--- src/hw/rtl/fcbe_pkg.sv ---
package fcbe_pkg;

    // sizing defaults for the top level parameters
    localparam int MAX_PARITY_BITS  = 24;
    localparam int BLOCK_COUNT_BITS = 12;

    // register field widths
    localparam int GEN_W      = 25;
    localparam int PLEN_W     = 5;
    localparam int PAYLEN_W   = 12;
    localparam int CFG_IDX_W  = 2;
    localparam int CFG_DATA_W = 25;

    // register indexes
    localparam logic [CFG_IDX_W-1:0] CFG_GENERATOR_POLY = 2'd0;
    localparam logic [CFG_IDX_W-1:0] CFG_PARITY_LEN     = 2'd1;
    localparam logic [CFG_IDX_W-1:0] CFG_PAYLOAD_LEN    = 2'd2;

    // register reset values
    localparam logic [GEN_W-1:0]    GEN_RESET    = 25'd119;
    localparam logic [PLEN_W-1:0]   PLEN_RESET   = 5'd6;
    localparam logic [PAYLEN_W-1:0] PAYLEN_RESET = 12'd6;

    // result bytes kept per input byte
    localparam int MAX_OUT_PER_ITEM = 4;
    localparam int OUT_CNT_W        = 3;

    localparam int IN_QUEUE_DEPTH  = 2;
    localparam int OUT_QUEUE_DEPTH = 4;

    typedef struct packed {
        logic [GEN_W-1:0]    gen;
        logic [PLEN_W-1:0]   plen;
        logic [PAYLEN_W-1:0] paylen;
    } cfg_t;

    typedef struct packed {
        logic [7:0] code;
        logic       last;
    } result_t;

endpackage

--- src/hw/rtl/fire_code_byte_stream_encoder_core.sv ---
// channel  | signals                                      | request taken when
// ---------+----------------------------------------------+------------------------
// input    | push, full, data_byte                        | push && !full
// result   | pop, empty, code_byte, run_last              | pop && !empty
// config   | cfg_valid, cfg_ready, cfg_index, cfg_data    | cfg_valid && cfg_ready
//
// the encoder core moves one codeword bit per cycle, unless stalled, through a bit-serial lfsr:
// an input byte sends its eight information bits plus the clamped parity bits of every block it ends
// a two-entry input queue and a four-entry result queue decouple both sides,
// so bytes are taken back to back while results wait to be popped
// a full result queue stalls the bit engine; cfg_ready is always high
// reset clears the lfsr, counters and queues and restores register defaults
module fire_code_byte_stream_encoder_core #(
    parameter int MAX_PARITY_BITS  = fcbe_pkg::MAX_PARITY_BITS,
    parameter int BLOCK_COUNT_BITS = fcbe_pkg::BLOCK_COUNT_BITS
) (
    input  logic                              clk,
    input  logic                              rst_n,
    input  logic                              push,
    output logic                              full,
    input  logic [7:0]                        data_byte,
    input  logic                              pop,
    output logic                              empty,
    output logic [7:0]                        code_byte,
    output logic                              run_last,
    input  logic                              cfg_valid,
    output logic                              cfg_ready,
    input  logic [fcbe_pkg::CFG_IDX_W-1:0]    cfg_index,
    input  logic [fcbe_pkg::CFG_DATA_W-1:0]   cfg_data
);

    logic [fcbe_pkg::GEN_W-1:0]    gen_reg;
    logic [fcbe_pkg::PLEN_W-1:0]   plen_reg;
    logic [fcbe_pkg::PAYLEN_W-1:0] paylen_reg;
    fcbe_pkg::cfg_t                cfg;
    logic                          cfg_wr;

    logic                          iq_empty;
    logic [7:0]                    iq_byte;
    logic                          iq_pop;
    logic                          oq_push;
    logic                          oq_full;
    fcbe_pkg::result_t             oq_wdata;
    fcbe_pkg::result_t             oq_rdata;

    assign cfg_ready = 1'b1;
    assign cfg_wr    = cfg_valid && cfg_ready;

    always_ff @(posedge clk or negedge rst_n)
    begin
        if (!rst_n)
        begin
            gen_reg    <= fcbe_pkg::GEN_RESET;
            plen_reg   <= fcbe_pkg::PLEN_RESET;
            paylen_reg <= fcbe_pkg::PAYLEN_RESET;
        end
        else if (cfg_wr)
        begin
            case (cfg_index)
                fcbe_pkg::CFG_GENERATOR_POLY: gen_reg    <= cfg_data[fcbe_pkg::GEN_W-1:0];
                fcbe_pkg::CFG_PARITY_LEN:     plen_reg   <= cfg_data[fcbe_pkg::PLEN_W-1:0];
                fcbe_pkg::CFG_PAYLOAD_LEN:    paylen_reg <= cfg_data[fcbe_pkg::PAYLEN_W-1:0];
                default:
                begin
                end
            endcase
        end
    end

    assign cfg.gen    = gen_reg;
    assign cfg.plen   = plen_reg;
    assign cfg.paylen = paylen_reg;

    fcbe_fifo #(
        .WIDTH (8),
        .DEPTH (fcbe_pkg::IN_QUEUE_DEPTH)
    ) u_in_queue (
        .clk   (clk),
        .rst_n (rst_n),
        .push  (push),
        .wdata (data_byte),
        .full  (full),
        .pop   (iq_pop),
        .rdata (iq_byte),
        .empty (iq_empty)
    );

    fcbe_engine #(
        .MAX_PARITY_BITS  (MAX_PARITY_BITS),
        .BLOCK_COUNT_BITS (BLOCK_COUNT_BITS)
    ) u_engine (
        .clk      (clk),
        .rst_n    (rst_n),
        .cfg      (cfg),
        .in_valid (!iq_empty),
        .in_byte  (iq_byte),
        .in_pop   (iq_pop),
        .out_push (oq_push),
        .out_data (oq_wdata),
        .out_full (oq_full)
    );

    fcbe_fifo #(
        .WIDTH ($bits(fcbe_pkg::result_t)),
        .DEPTH (fcbe_pkg::OUT_QUEUE_DEPTH)
    ) u_out_queue (
        .clk   (clk),
        .rst_n (rst_n),
        .push  (oq_push),
        .wdata (oq_wdata),
        .full  (oq_full),
        .pop   (pop),
        .rdata (oq_rdata),
        .empty (empty)
    );

    assign code_byte = oq_rdata.code;
    assign run_last  = oq_rdata.last;

endmodule

--- src/hw/rtl/fcbe_fifo.sv ---
module fcbe_fifo #(
    parameter int WIDTH = 8,
    parameter int DEPTH = 2
) (
    input  logic             clk,
    input  logic             rst_n,
    input  logic             push,
    input  logic [WIDTH-1:0] wdata,
    output logic             full,
    input  logic             pop,
    output logic [WIDTH-1:0] rdata,
    output logic             empty
);

    localparam int AW = (DEPTH > 1) ? $clog2(DEPTH) : 1;
    localparam int CW = $clog2(DEPTH + 1);

    logic [WIDTH-1:0] mem_reg [DEPTH];
    logic [AW-1:0]    wr_ptr_reg, wr_ptr_next;
    logic [AW-1:0]    rd_ptr_reg, rd_ptr_next;
    logic [CW-1:0]    cnt_reg, cnt_next;
    logic             do_push, do_pop;

    assign full    = (cnt_reg == CW'(DEPTH));
    assign empty   = (cnt_reg == '0);
    assign do_push = push && !full;
    assign do_pop  = pop && !empty;
    assign rdata   = mem_reg[rd_ptr_reg];

    always_comb
    begin
        wr_ptr_next = wr_ptr_reg;
        rd_ptr_next = rd_ptr_reg;
        cnt_next    = cnt_reg;
        if (do_push)
        begin
            wr_ptr_next = (wr_ptr_reg == AW'(DEPTH - 1)) ? '0 : wr_ptr_reg + 1'b1;
        end
        if (do_pop)
        begin
            rd_ptr_next = (rd_ptr_reg == AW'(DEPTH - 1)) ? '0 : rd_ptr_reg + 1'b1;
        end
        if (do_push && !do_pop)
        begin
            cnt_next = cnt_reg + 1'b1;
        end
        else if (do_pop && !do_push)
        begin
            cnt_next = cnt_reg - 1'b1;
        end
    end

    always_ff @(posedge clk or negedge rst_n)
    begin
        if (!rst_n)
        begin
            wr_ptr_reg <= '0;
            rd_ptr_reg <= '0;
            cnt_reg    <= '0;
        end
        else
        begin
            wr_ptr_reg <= wr_ptr_next;
            rd_ptr_reg <= rd_ptr_next;
            cnt_reg    <= cnt_next;
        end
    end

    always_ff @(posedge clk)
    begin
        if (do_push)
        begin
            mem_reg[wr_ptr_reg] <= wdata;
        end
    end

endmodule

--- src/hw/rtl/fcbe_engine.sv ---
module fcbe_engine #(
    parameter int MAX_PARITY_BITS  = fcbe_pkg::MAX_PARITY_BITS,
    parameter int BLOCK_COUNT_BITS = fcbe_pkg::BLOCK_COUNT_BITS
) (
    input  logic                clk,
    input  logic                rst_n,
    input  fcbe_pkg::cfg_t      cfg,
    input  logic                in_valid,
    input  logic [7:0]          in_byte,
    output logic                in_pop,
    output logic                out_push,
    output fcbe_pkg::result_t   out_data,
    input  logic                out_full
);

    localparam int MPB = MAX_PARITY_BITS;
    localparam int BCB = BLOCK_COUNT_BITS;
    localparam int PW  = $clog2(MPB + 1);
    localparam int IW  = $clog2(MPB);
    localparam int OCW = fcbe_pkg::OUT_CNT_W;

    // current input byte and its progress
    logic           busy_reg, busy_next;
    logic [7:0]     byte_reg, byte_next;
    logic [3:0]     info_left_reg, info_left_next;
    logic [OCW-1:0] out_cnt_reg, out_cnt_next;
    // parity lfsr and block position
    logic [MPB-1:0] rem_reg, rem_next;
    logic [BCB-1:0] blk_cnt_reg, blk_cnt_next;
    logic           par_mode_reg, par_mode_next;
    logic [PW-1:0]  par_left_reg, par_left_next;
    // byte packer
    logic [6:0]     pend_reg, pend_next;
    logic [2:0]     pcnt_reg, pcnt_next;
    // last formed byte, held until we know whether it ends its input
    logic [7:0]     stg_byte_reg, stg_byte_next;
    logic           stg_v_reg, stg_v_next;
    logic           stg_closed_reg, stg_closed_next;

    logic [PW-1:0]        r_eff;
    logic [31:0]          plen_w;
    logic [MPB-1:0]       rmask;
    logic [MPB+fcbe_pkg::GEN_W-1:0] gen_x;
    logic [MPB-1:0]       gen_w;
    logic [BCB+fcbe_pkg::PAYLEN_W-1:0] pay_x;
    logic [BCB-1:0]       pay_w;
    logic [IW-1:0]        top_idx;
    logic [PW-1:0]        par_left_m1;
    logic [BCB-1:0]       cnt_inc;
    logic                 bit_v, bit_val, fb, blk_end, item_end;
    logic                 byte_done, new_v, push_need, stall, ld;
    logic [7:0]           new_byte;

    // effective parity length, clamped to the supported range
    assign plen_w = 32'(cfg.plen);
    always_comb
    begin
        if (plen_w < 32'd2)
        begin
            r_eff = PW'(2);
        end
        else if (plen_w > 32'(MPB))
        begin
            r_eff = PW'(MPB);
        end
        else
        begin
            r_eff = PW'(cfg.plen);
        end
    end

    assign rmask       = {MPB{1'b1}} >> (PW'(MPB) - r_eff);
    assign gen_x       = {{MPB{1'b0}}, cfg.gen};
    assign gen_w       = gen_x[MPB-1:0] & rmask;
    assign pay_x       = {{BCB{1'b0}}, cfg.paylen};
    assign pay_w       = pay_x[BCB-1:0];
    assign top_idx     = IW'(r_eff - 1'b1);
    assign par_left_m1 = par_left_reg - 1'b1;
    assign cnt_inc     = blk_cnt_reg + 1'b1;

    always_comb
    begin
        busy_next       = busy_reg;
        byte_next       = byte_reg;
        info_left_next  = info_left_reg;
        out_cnt_next    = out_cnt_reg;
        rem_next        = rem_reg;
        blk_cnt_next    = blk_cnt_reg;
        par_mode_next   = par_mode_reg;
        par_left_next   = par_left_reg;
        pend_next       = pend_reg;
        pcnt_next       = pcnt_reg;
        stg_byte_next   = stg_byte_reg;
        stg_v_next      = stg_v_reg;
        stg_closed_next = stg_closed_reg;
        bit_v           = 1'b0;
        bit_val         = 1'b0;
        fb              = 1'b0;
        blk_end         = 1'b0;
        item_end        = 1'b0;

        // one codeword bit per cycle unless stalled: information first, then parity
        if (busy_reg)
        begin
            bit_v = 1'b1;
            if (par_mode_reg)
            begin
                bit_val       = rem_reg[par_left_m1[IW-1:0]];
                par_left_next = par_left_m1;
                if (par_left_reg == PW'(1))
                begin
                    par_mode_next = 1'b0;
                    rem_next      = '0;
                    item_end      = (info_left_reg == 4'd0);
                end
            end
            else
            begin
                bit_val        = byte_reg[7];
                byte_next      = {byte_reg[6:0], 1'b0};
                info_left_next = info_left_reg - 1'b1;
                fb             = bit_val ^ rem_reg[top_idx];
                rem_next       = ((rem_reg << 1) & rmask) ^ (fb ? gen_w : '0);
                blk_end        = (cnt_inc == pay_w);
                if (blk_end)
                begin
                    par_mode_next = 1'b1;
                    par_left_next = r_eff;
                    blk_cnt_next  = '0;
                end
                else
                begin
                    blk_cnt_next = cnt_inc;
                end
                item_end = (info_left_reg == 4'd1) && !blk_end;
            end
        end

        // packer: pend keeps the last seven bits
        byte_done = bit_v && (pcnt_reg == 3'd7);
        new_byte  = {pend_reg, bit_val};
        if (bit_v)
        begin
            pend_next = {pend_reg[5:0], bit_val};
            pcnt_next = pcnt_reg + 1'b1;
        end
        new_v = byte_done && (out_cnt_reg < OCW'(fcbe_pkg::MAX_OUT_PER_ITEM));

        // staged byte leaves once closed or once a newer one arrives
        push_need = stg_v_reg && (stg_closed_reg || new_v);
        stall     = push_need && out_full;

        if (new_v)
        begin
            stg_byte_next   = new_byte;
            stg_v_next      = 1'b1;
            stg_closed_next = item_end;
            out_cnt_next    = out_cnt_reg + 1'b1;
        end
        else if (push_need)
        begin
            stg_v_next      = 1'b0;
            stg_closed_next = 1'b0;
        end
        else if (item_end && stg_v_reg)
        begin
            stg_closed_next = 1'b1;
        end

        // next byte comes in on the same cycle the current one ends
        ld = in_valid && (!busy_reg || item_end);
        if (ld)
        begin
            busy_next      = 1'b1;
            byte_next      = in_byte;
            info_left_next = 4'd8;
            out_cnt_next   = '0;
        end
        else if (item_end)
        begin
            busy_next = 1'b0;
        end
    end

    assign in_pop        = ld && !stall;
    assign out_push      = push_need && !out_full;
    assign out_data.code = stg_byte_reg;
    assign out_data.last = stg_closed_reg;

    always_ff @(posedge clk or negedge rst_n)
    begin
        if (!rst_n)
        begin
            busy_reg       <= 1'b0;
            byte_reg       <= '0;
            info_left_reg  <= '0;
            out_cnt_reg    <= '0;
            rem_reg        <= '0;
            blk_cnt_reg    <= '0;
            par_mode_reg   <= 1'b0;
            par_left_reg   <= '0;
            pend_reg       <= '0;
            pcnt_reg       <= '0;
            stg_byte_reg   <= '0;
            stg_v_reg      <= 1'b0;
            stg_closed_reg <= 1'b0;
        end
        else if (!stall)
        begin
            busy_reg       <= busy_next;
            byte_reg       <= byte_next;
            info_left_reg  <= info_left_next;
            out_cnt_reg    <= out_cnt_next;
            rem_reg        <= rem_next;
            blk_cnt_reg    <= blk_cnt_next;
            par_mode_reg   <= par_mode_next;
            par_left_reg   <= par_left_next;
            pend_reg       <= pend_next;
            pcnt_reg       <= pcnt_next;
            stg_byte_reg   <= stg_byte_next;
            stg_v_reg      <= stg_v_next;
            stg_closed_reg <= stg_closed_next;
        end
    end

    // a closed byte always has a byte behind it
    a_closed_has_byte: assert property (@(posedge clk) disable iff (!rst_n)
        stg_closed_reg |-> stg_v_reg)
        else $error("closed staging slot without a byte");

    // while sending parity the down counter stays nonzero and no larger than MAX_PARITY_BITS
    a_par_left_range: assert property (@(posedge clk) disable iff (!rst_n)
        par_mode_reg |-> (par_left_reg != '0) && (par_left_reg <= PW'(MPB)))
        else $error("parity bit counter out of range");

    // information phase of a busy item always has bits left
    a_info_left: assert property (@(posedge clk) disable iff (!rst_n)
        (busy_reg && !par_mode_reg) |-> (info_left_reg != 4'd0))
        else $error("information phase with no bits left");

    // no more than the allowed result bytes per input byte
    a_out_cnt: assert property (@(posedge clk) disable iff (!rst_n)
        out_cnt_reg <= OCW'(fcbe_pkg::MAX_OUT_PER_ITEM))
        else $error("too many result bytes for one input");

    // a stalled engine holds its lfsr and its packer bit count
    a_stall_hold: assert property (@(posedge clk) disable iff (!rst_n)
        stall |=> $stable(rem_reg) && $stable(pcnt_reg))
        else $error("engine state moved during a stall");

endmodule
--- config.mk ---
export PLATFORM = sky130hd
export DESIGN_NAME = fire_code_byte_stream_encoder_core
export DESIGN_NICKNAME = d
export VERILOG_FILES = /design/src/hw/rtl/fcbe_pkg.sv /design/src/hw/rtl/fire_code_byte_stream_encoder_core.sv /design/src/hw/rtl/fcbe_fifo.sv /design/src/hw/rtl/fcbe_engine.sv
export SDC_FILE = /design/constraint.sdc
export NUM_CORES = 1
export LEC_CHECK = 0
export BUFFER_PORTS_ARGS = -buffer_cell sky130_fd_sc_hd__buf_2
export CAP_MARGIN = 5
export CORE_ASPECT_RATIO = 0.8
export CORE_MARGIN = 4
export CORE_UTILIZATION = 40
export CTS_BUF_LIST = sky130_fd_sc_hd__clkbuf_4
export DETAILED_ROUTE_END_ITERATION = 8
export SYNTH_ARGS = -nofsm -noshare
export SYNTH_HDL_FRONTEND = slang
export SYNTH_SLANG_ARGS = --single-unit
--- constraint.sdc ---
create_clock -name clk -period 4.8 [get_ports clk]
set_clock_uncertainty 0.1 [all_clocks]
set_input_delay 0.96 -clock clk [delete_from_list [all_inputs] [get_ports clk]]
set_output_delay 0.96 -clock clk [all_outputs]
set_load 0.02 [all_outputs]
## After elaboration in Yosys (flattened, before gate mapping)

Memory sizes are Yosys's and may differ from the RTL's.
Index checks and enable logic that the tools add are counted.

| cells by class | value |
|---|---|
| add/subtract/negate cells | 15 |
| $lt $le $gt $ge | 5 |
| equal/unequal tests | 12 |
| shift-type cells | 1 |
| multiplexer cells | 48 |
| bitwise gates (word level) | 6 |
| reduce and logical (&&, ||, !) cells | 56 |

Operators with widths:

| kind | number |
|---|---|
| $mux W24 | 3 |
| $and A24 B24 Y24 | 2 |
| $mux W1 | 24 |
| $mux W8 | 3 |
| $shr A24 B5 Y24 const A | 1 |
| $xor A24 B24 Y24 | 1 |
| $mux W5 | 4 |
| $reduce_and A2 Y1 | 10 |
| $logic_and A1 B1 Y1 | 17 |
| $reduce_bool A2 Y1 | 7 |
| $add A12 B1 Y12 const B | 1 |
| $eq A12 B12 Y1 | 1 |
| $lt A5 B6 Y1 const B | 2 |
| $mux W12 | 1 |
| $mux W3 | 4 |
| $mux W4 | 3 |
| $reduce_and A3 Y1 | 4 |
| $logic_not A1 Y1 | 11 |
| $bmux W1 S5 | 2 |
| $sub A5 B1 Y5 const B | 2 |
| $add A3 B1 Y3 const B | 3 |
| $eq A2 B2 Y1 const B | 4 |
| $mux W2 | 4 |
| $add A2 B1 Y2 const B | 3 |
| other kinds (20) | 26 |

| storage, ports and cells | value |
|---|---|
| register bits after elaboration | 130 |
| bits in writable memories | 52 |
| input port bits | 40 |
| output and inout bits | 12 |
| logic and storage cells | 167 |
| memories | 2 |

Memories:

| memory | depth | width | read ports | clocked after Yosys merged registers in | wr ports | line | text |
|---|---|---|---|---|---|---|---|
| u_out_queue.mem_reg | 4 | 9 | 1 | 0 | 1 | fcbe_fifo.sv:18 | `logic [WIDTH-1:0] mem_reg [DEPTH];` |
| u_in_queue.mem_reg | 2 | 8 | 1 | 0 | 1 | fcbe_fifo.sv:18 |  |

## Longest topological paths before layout

| logic depth | value |
|---|---|
| depth in word-level cells | 13 |
| gate-level depth with buffers | 16 |
| mapped depth without buffers | 13 |

## By module

Synthesis repeated with hierarchy kept, for this count alone.

| unflattened totals | value |
|---|---|
| cell total of the unflattened synthesis | 764 |
| area, all modules | 9170.0 µm² |

By module, submodules not included:

| module | times used | cells an instance | area an instance (µm²) | sequential area each (µm²) |
|---|---|---|---|---|
| fcbe_engine | 1 | 543 | 5036.1 | 1951.9 |
| fcbe_fifo (u_out_queue) | 1 | 84 | 1739.2 | 1256.2 |
| fire_code_byte_stream_encoder_core | 1 | 93 | 1612.8 | 1063.5 |
| fcbe_fifo (u_in_queue) | 1 | 44 | 782.0 | 580.6 |

## Least setup slack after synthesis

OpenSTA, ideal clock, no wires.

| timing path | value |
|---|---|
| path kind | reg-to-reg |
| start point | register plen_reg[3] (netlist name) |
| end point | register u_engine.rem_reg[22] |
| data arrival time | 3.293 ns |
| required time | 4.564 ns |
| slack | 1.271 ns |
| stages on the path, launching flop included | 15 |
| path buffers | 3 |
| cell sequence | dfrtp_1 -> buf_6 -> or4_4 -> nand3_2 -> ha_1 -> nor3b_1 -> xor2_1 -> nor3b_1 -> a22o_1 -> or4_1 -> clkbuf_1 -> clkbuf_1 -> nand3_1 -> xor2_1 -> o31ai_1 |

| between the ends | value |
|---|---|
| cells in the longest elaborated chain, start to end | 10 |

RTL lines:

| element | line | text |
|---|---|---|
| from (decl) | fire_code_byte_stream_encoder_core.sv:33 | `logic [fcbe_pkg::PLEN_W-1:0] plen_reg;` |
| from (signal assigned) | fire_code_byte_stream_encoder_core.sv:54 | `plen_reg <= fcbe_pkg::PLEN_RESET;` |
| from (signal assigned) | fire_code_byte_stream_encoder_core.sv:61 | `fcbe_pkg::CFG_PARITY_LEN: plen_reg <= cfg_data[fcbe_pkg::PLEN_W-1:0];` |
| $gt A5 B5 Y1 | fcbe_engine.sv:62 | `else if (plen_w > 32'(MPB))` |
| $mux W5 | fcbe_engine.sv:62 |  |
| $mux W5 * | fcbe_engine.sv:58 | `if (plen_w < 32'd2)` |
| $sub A5 B1 Y5 | fcbe_engine.sv:77 | `assign top_idx = IW'(r_eff - 1'b1);` |
| $bmux W1 S5 | fcbe_engine.sv:122 | `fb = bit_val ^ rem_reg[top_idx];` |
| $mux W1 (not written as such) | fcbe_engine.sv:122 |  |
| $xor A1 B1 Y1 | fcbe_engine.sv:122 |  |
| $mux W24 | fcbe_engine.sv:123 | `rem_next = ((rem_reg << 1) & rmask) ^ (fb ? gen_w : '0);` |
| $xor A24 B24 Y24 * | fcbe_engine.sv:123 |  |
| $mux W24 * | fcbe_engine.sv:106 | `if (par_mode_reg)` |
| to (signal assigned) | fcbe_engine.sv:214 | `rem_reg <= rem_next;` |
| to (decl) | fcbe_engine.sv:28 | `logic [MPB-1:0] rem_reg, rem_next;` |

Every way passes the cells marked *; elsewhere a longest branch is shown, timed or not. The select of a mux whose other input is x is not followed.
A chain may end at the register's enable or synchronous reset.

## Final worst setup path

| timing path | value |
|---|---|
| start point | register plen_reg[4] (netlist name) |
| end point | register u_engine.rem_reg[12] |

Same word-level chain as after synthesis.

==> metrics.yaml <==
slew_viol_final: 0
clk_pin_slew_worst_paths_ns: 0.17
combPwrFrac_pct: 40.5
intPower_uw: 3400
startpoint: "plen_reg[4]"
fin_crit_sh_pct: 84.0
diodes: 0
place_inst: 1085
grt_use_met2_pct: 23.3
p_clk_share_pct: 15.5
crit_family: "simple AND/OR/NAND/NOR gates"
cts-root-buf: "clkbuf_4"
layout-drive-gt1-share_pct: 24.5
yosys.area.top_type: "dfrtp_1"
grt_first_pass_wirelength_um: 31500
design_area_mm2: 0.00993
nets: 863
antenna_found_initial: 0
drc: 0
rows: 48
status: "complete, no violations"
fin_crit_ns: 4.03
post_drt_wl_per_cell_um: 16.5
first_pass_iters: 6
grt_overflow: 0
via_count: 5853
hp-class: "input pin to asynchronous set/reset pin"
grt_pass1_vias: 5931
routed_wirelength_um: 18500
coreArea_mm2: 0.0219
path_cells: "or4_4, nand3_2, ha_1, nor3b_1, xor2_1, nor3b_1, a22o_1, o31ai_4, buf_12, nand3_1, xnor2_1, a32o_1"
required_ns: 5.17
r2r-start: "plen_reg[4]"
ctsResizeCount: 0
vdd_ir_drop_max_mv: 0.243
cp.buffers_inverters: 1
p_total_uw: 5780
grt_use_met1_pct: 23.8
crit_type: "flop to flop"
end_kind: "flop"
grt_max_degree: 83
synth_area_mm2: 0.00903
place_hpwl_um: 13100
power_switching_uw: 2380
synth_edf_count: 52
finalHoldViolCount: 0
ant_nets: 0
dpl_cell_area_mm2: 0.00962
ys_seq_area_share_pct: 53.4
port_buffers: 49
swShare_pct: 41.1
routed_via_density: 5.24
yosysTopAreaCellShare_pct: 33.2
timing.rr.end: "u_engine.rem_reg[12]"
htreeDepth: 4
place.gp.congestion: 0.780
die-area_mm2: 0.0251
fillers: 2057
fin_setup_tns_ns: 0
initialDrtViolationCount: 428
r2r_setup_slack_ns: 0.77
worst-slew-pin-transition_ns: 1.10
powerDensity_mw_per_mm2: 582
critPathArrivalTime_ns: 4.40
yosysWarnings: 0
clk_latency_ns: 0.58
syn-mean-instance-area_um2: 11.9
cts_hold_buffers: 0
clockBufferDepth: 2
ff2ff_path_depth: 12
power_leakage_uw: 0.00408
fin_cells: 1117
synth.net_count: 820
synth_flop_cell: "dfrtp_1"
critPathMaxFanout: 16
relSlewSlack_pct: 26.2
syn_inst: 761
cpMaxStageDelayCell: "or4_4"
area_delta_synth_final_pct: 9.97
grt.met3_usage_pct: 3.37
die_h_um: 142
io-pin-count: 52
synth-seq-cells: 182
finalSetupViolations: 0
pwr-share-seq_pct: 44.0
cts_tree: "built"
largest_register_ffs: 36
slowest_delay_ns: 0.60
top_usage_layer: "met1"
rsz0062_at_grt: "no"
synth.top_cells.by_area: "dfrtp_1 (33%), edfxtp_1 (17%), mux2_2 (7.7%)"
ys_types: 60
initial_core_util_pct: 41.3
maxCapViolCount: 0
postCtsSetupBuffers: 0
cts_made_buffers: 17
ys_async_sr_fraction_pct: 71.4
clkSinkCount: 182
die_w_um: 176
grtUsageTotal_pct: 15.8
cp-start-kind: "flop"
fmax_ghz: 0.248
crit_top_cell: "nor3b_1"
Yosys cell counts, types with 3 or more instances:
| cell type | instances |
|---|---|
| clkbuf_1 | 24 |
| a21o_1 | 4 |
| nand3_2 | 7 |
| nand3_1 | 32 |
| nor3b_1 | 7 |
| o31ai_1 | 9 |
| dfrtp_1 | 120 |
| xnor2_1 | 27 |
| o211ai_1 | 5 |
| o21ai_1 | 31 |
| nand2b_1 | 9 |
| nand4_1 | 4 |
| o21ai_0 | 22 |
| nor3_1 | 9 |
| and3_1 | 7 |
| dfstp_2 | 10 |
| mux2i_1 | 13 |
| a32o_1 | 9 |
| nor2b_1 | 4 |
| ha_1 | 18 |
| or3_1 | 3 |
| a31oi_1 | 7 |
| mux4_2 | 21 |
| a22o_1 | 9 |
| o22ai_1 | 5 |
| xor2_1 | 29 |
| inv_1 | 18 |
| nor2_1 | 31 |
| a21oi_1 | 18 |
| nand2_1 | 83 |
| edfxtp_1 | 52 |
| nor4_1 | 3 |
| buf_1 | 8 |
| mux2_2 | 62 |
| and2_1 | 8 |
per-stage QoR:
stage / utilization (%) / hold slack [ns] / setup slack [ns]
global placement: 44.0 / 0.359 / 0.841
finish: 45.4 / 0.283 / 0.767
detailed placement: 44.0 / 0.370 / 0.792
global route: 45.4 / 0.291 / 0.447
CTS: 45.4 / 0.286 / 0.746
floorplan: - / 0.340 / 1.27
cells by family after synthesis:
family,Yosys count,share of synthesized area [%]
XOR/XNOR,56,5.43
buffers and inverters,58,2.67
adder cells (fa/ha/maj),19,2.71
AO/OA/AOI/OAI,130,9.20
multiplexers,97,14.5
AND/OR/NAND/NOR,218,12.0
other,1,0.0415
flip-flops,182,53.4
power by group through the flow:
stage,registers (uW),clock network (uW),logic [uW]
after floorplan,2340,0,1960
after global placement,2570,0,2330
after detailed placement,2580,0,2370
after CTS,2550,926,2380
after global routing,2630,987,2650
final,2550,895,2340
area by class of cell:
| class | count | area, um^2 | area share [%] |
|---|---|---|---|
| Sequential cell | 182 | 4830 | 48.6 |
| Multi-Input combinational cell | 521 | 3980 | 40.1 |
| Tap cell | 300 | 375 | 3.78 |
| Timing Repair Buffer | 61 | 354 | 3.56 |
| Clock inverter | 15 | 190 | 1.91 |
| Clock buffer | 17 | 128 | 1.28 |
| Inverter | 21 | 81.3 | 0.819 |
cells in the final DEF (no fill, tap or decap), types with 10 or more instances in the layout:
cell      netlist  final
nor2_1         31     31
edfxtp_1       52     52
buf_4           1     11
xor2_1         29     29
nand2_1        83     83
dfstp_2        10     10
a21oi_1        18     18
ha_1           18     18
dfrtp_1       120    120
inv_1          18     18
mux2_2         62     62
o21ai_1        31     31
nand3_1        32     32
xnor2_1        27     27
clkbuf_4        0     17
buf_2           2     48
mux4_2         21     21
mux2i_1        13     13
o21ai_0        22     22
how the worst max path moves through the flow:
stage	cells past startpoint	endpoint	slack (ns)
3_5_place_dp	12	u_engine.rem_reg[12]	0.79
3_3_place_gp	12	u_engine.rem_reg[12]	0.84
5_1_grt	12	u_engine.rem_reg[12]	0.45
6_report	12	u_engine.rem_reg[12]	0.77
2_1_floorplan	14	u_engine.rem_reg[22]	1.27
4_1_cts	12	u_engine.rem_reg[12]	0.75
per-layer routing:
metal / wire length [um] / vias up
met5: 0 / -
met4: 234 / 0
met3: 759 / 23
met2: 7940 / 107
met1: 9530 / 2877
li1: - / 2846
Power figures use the tool's default switching activity.
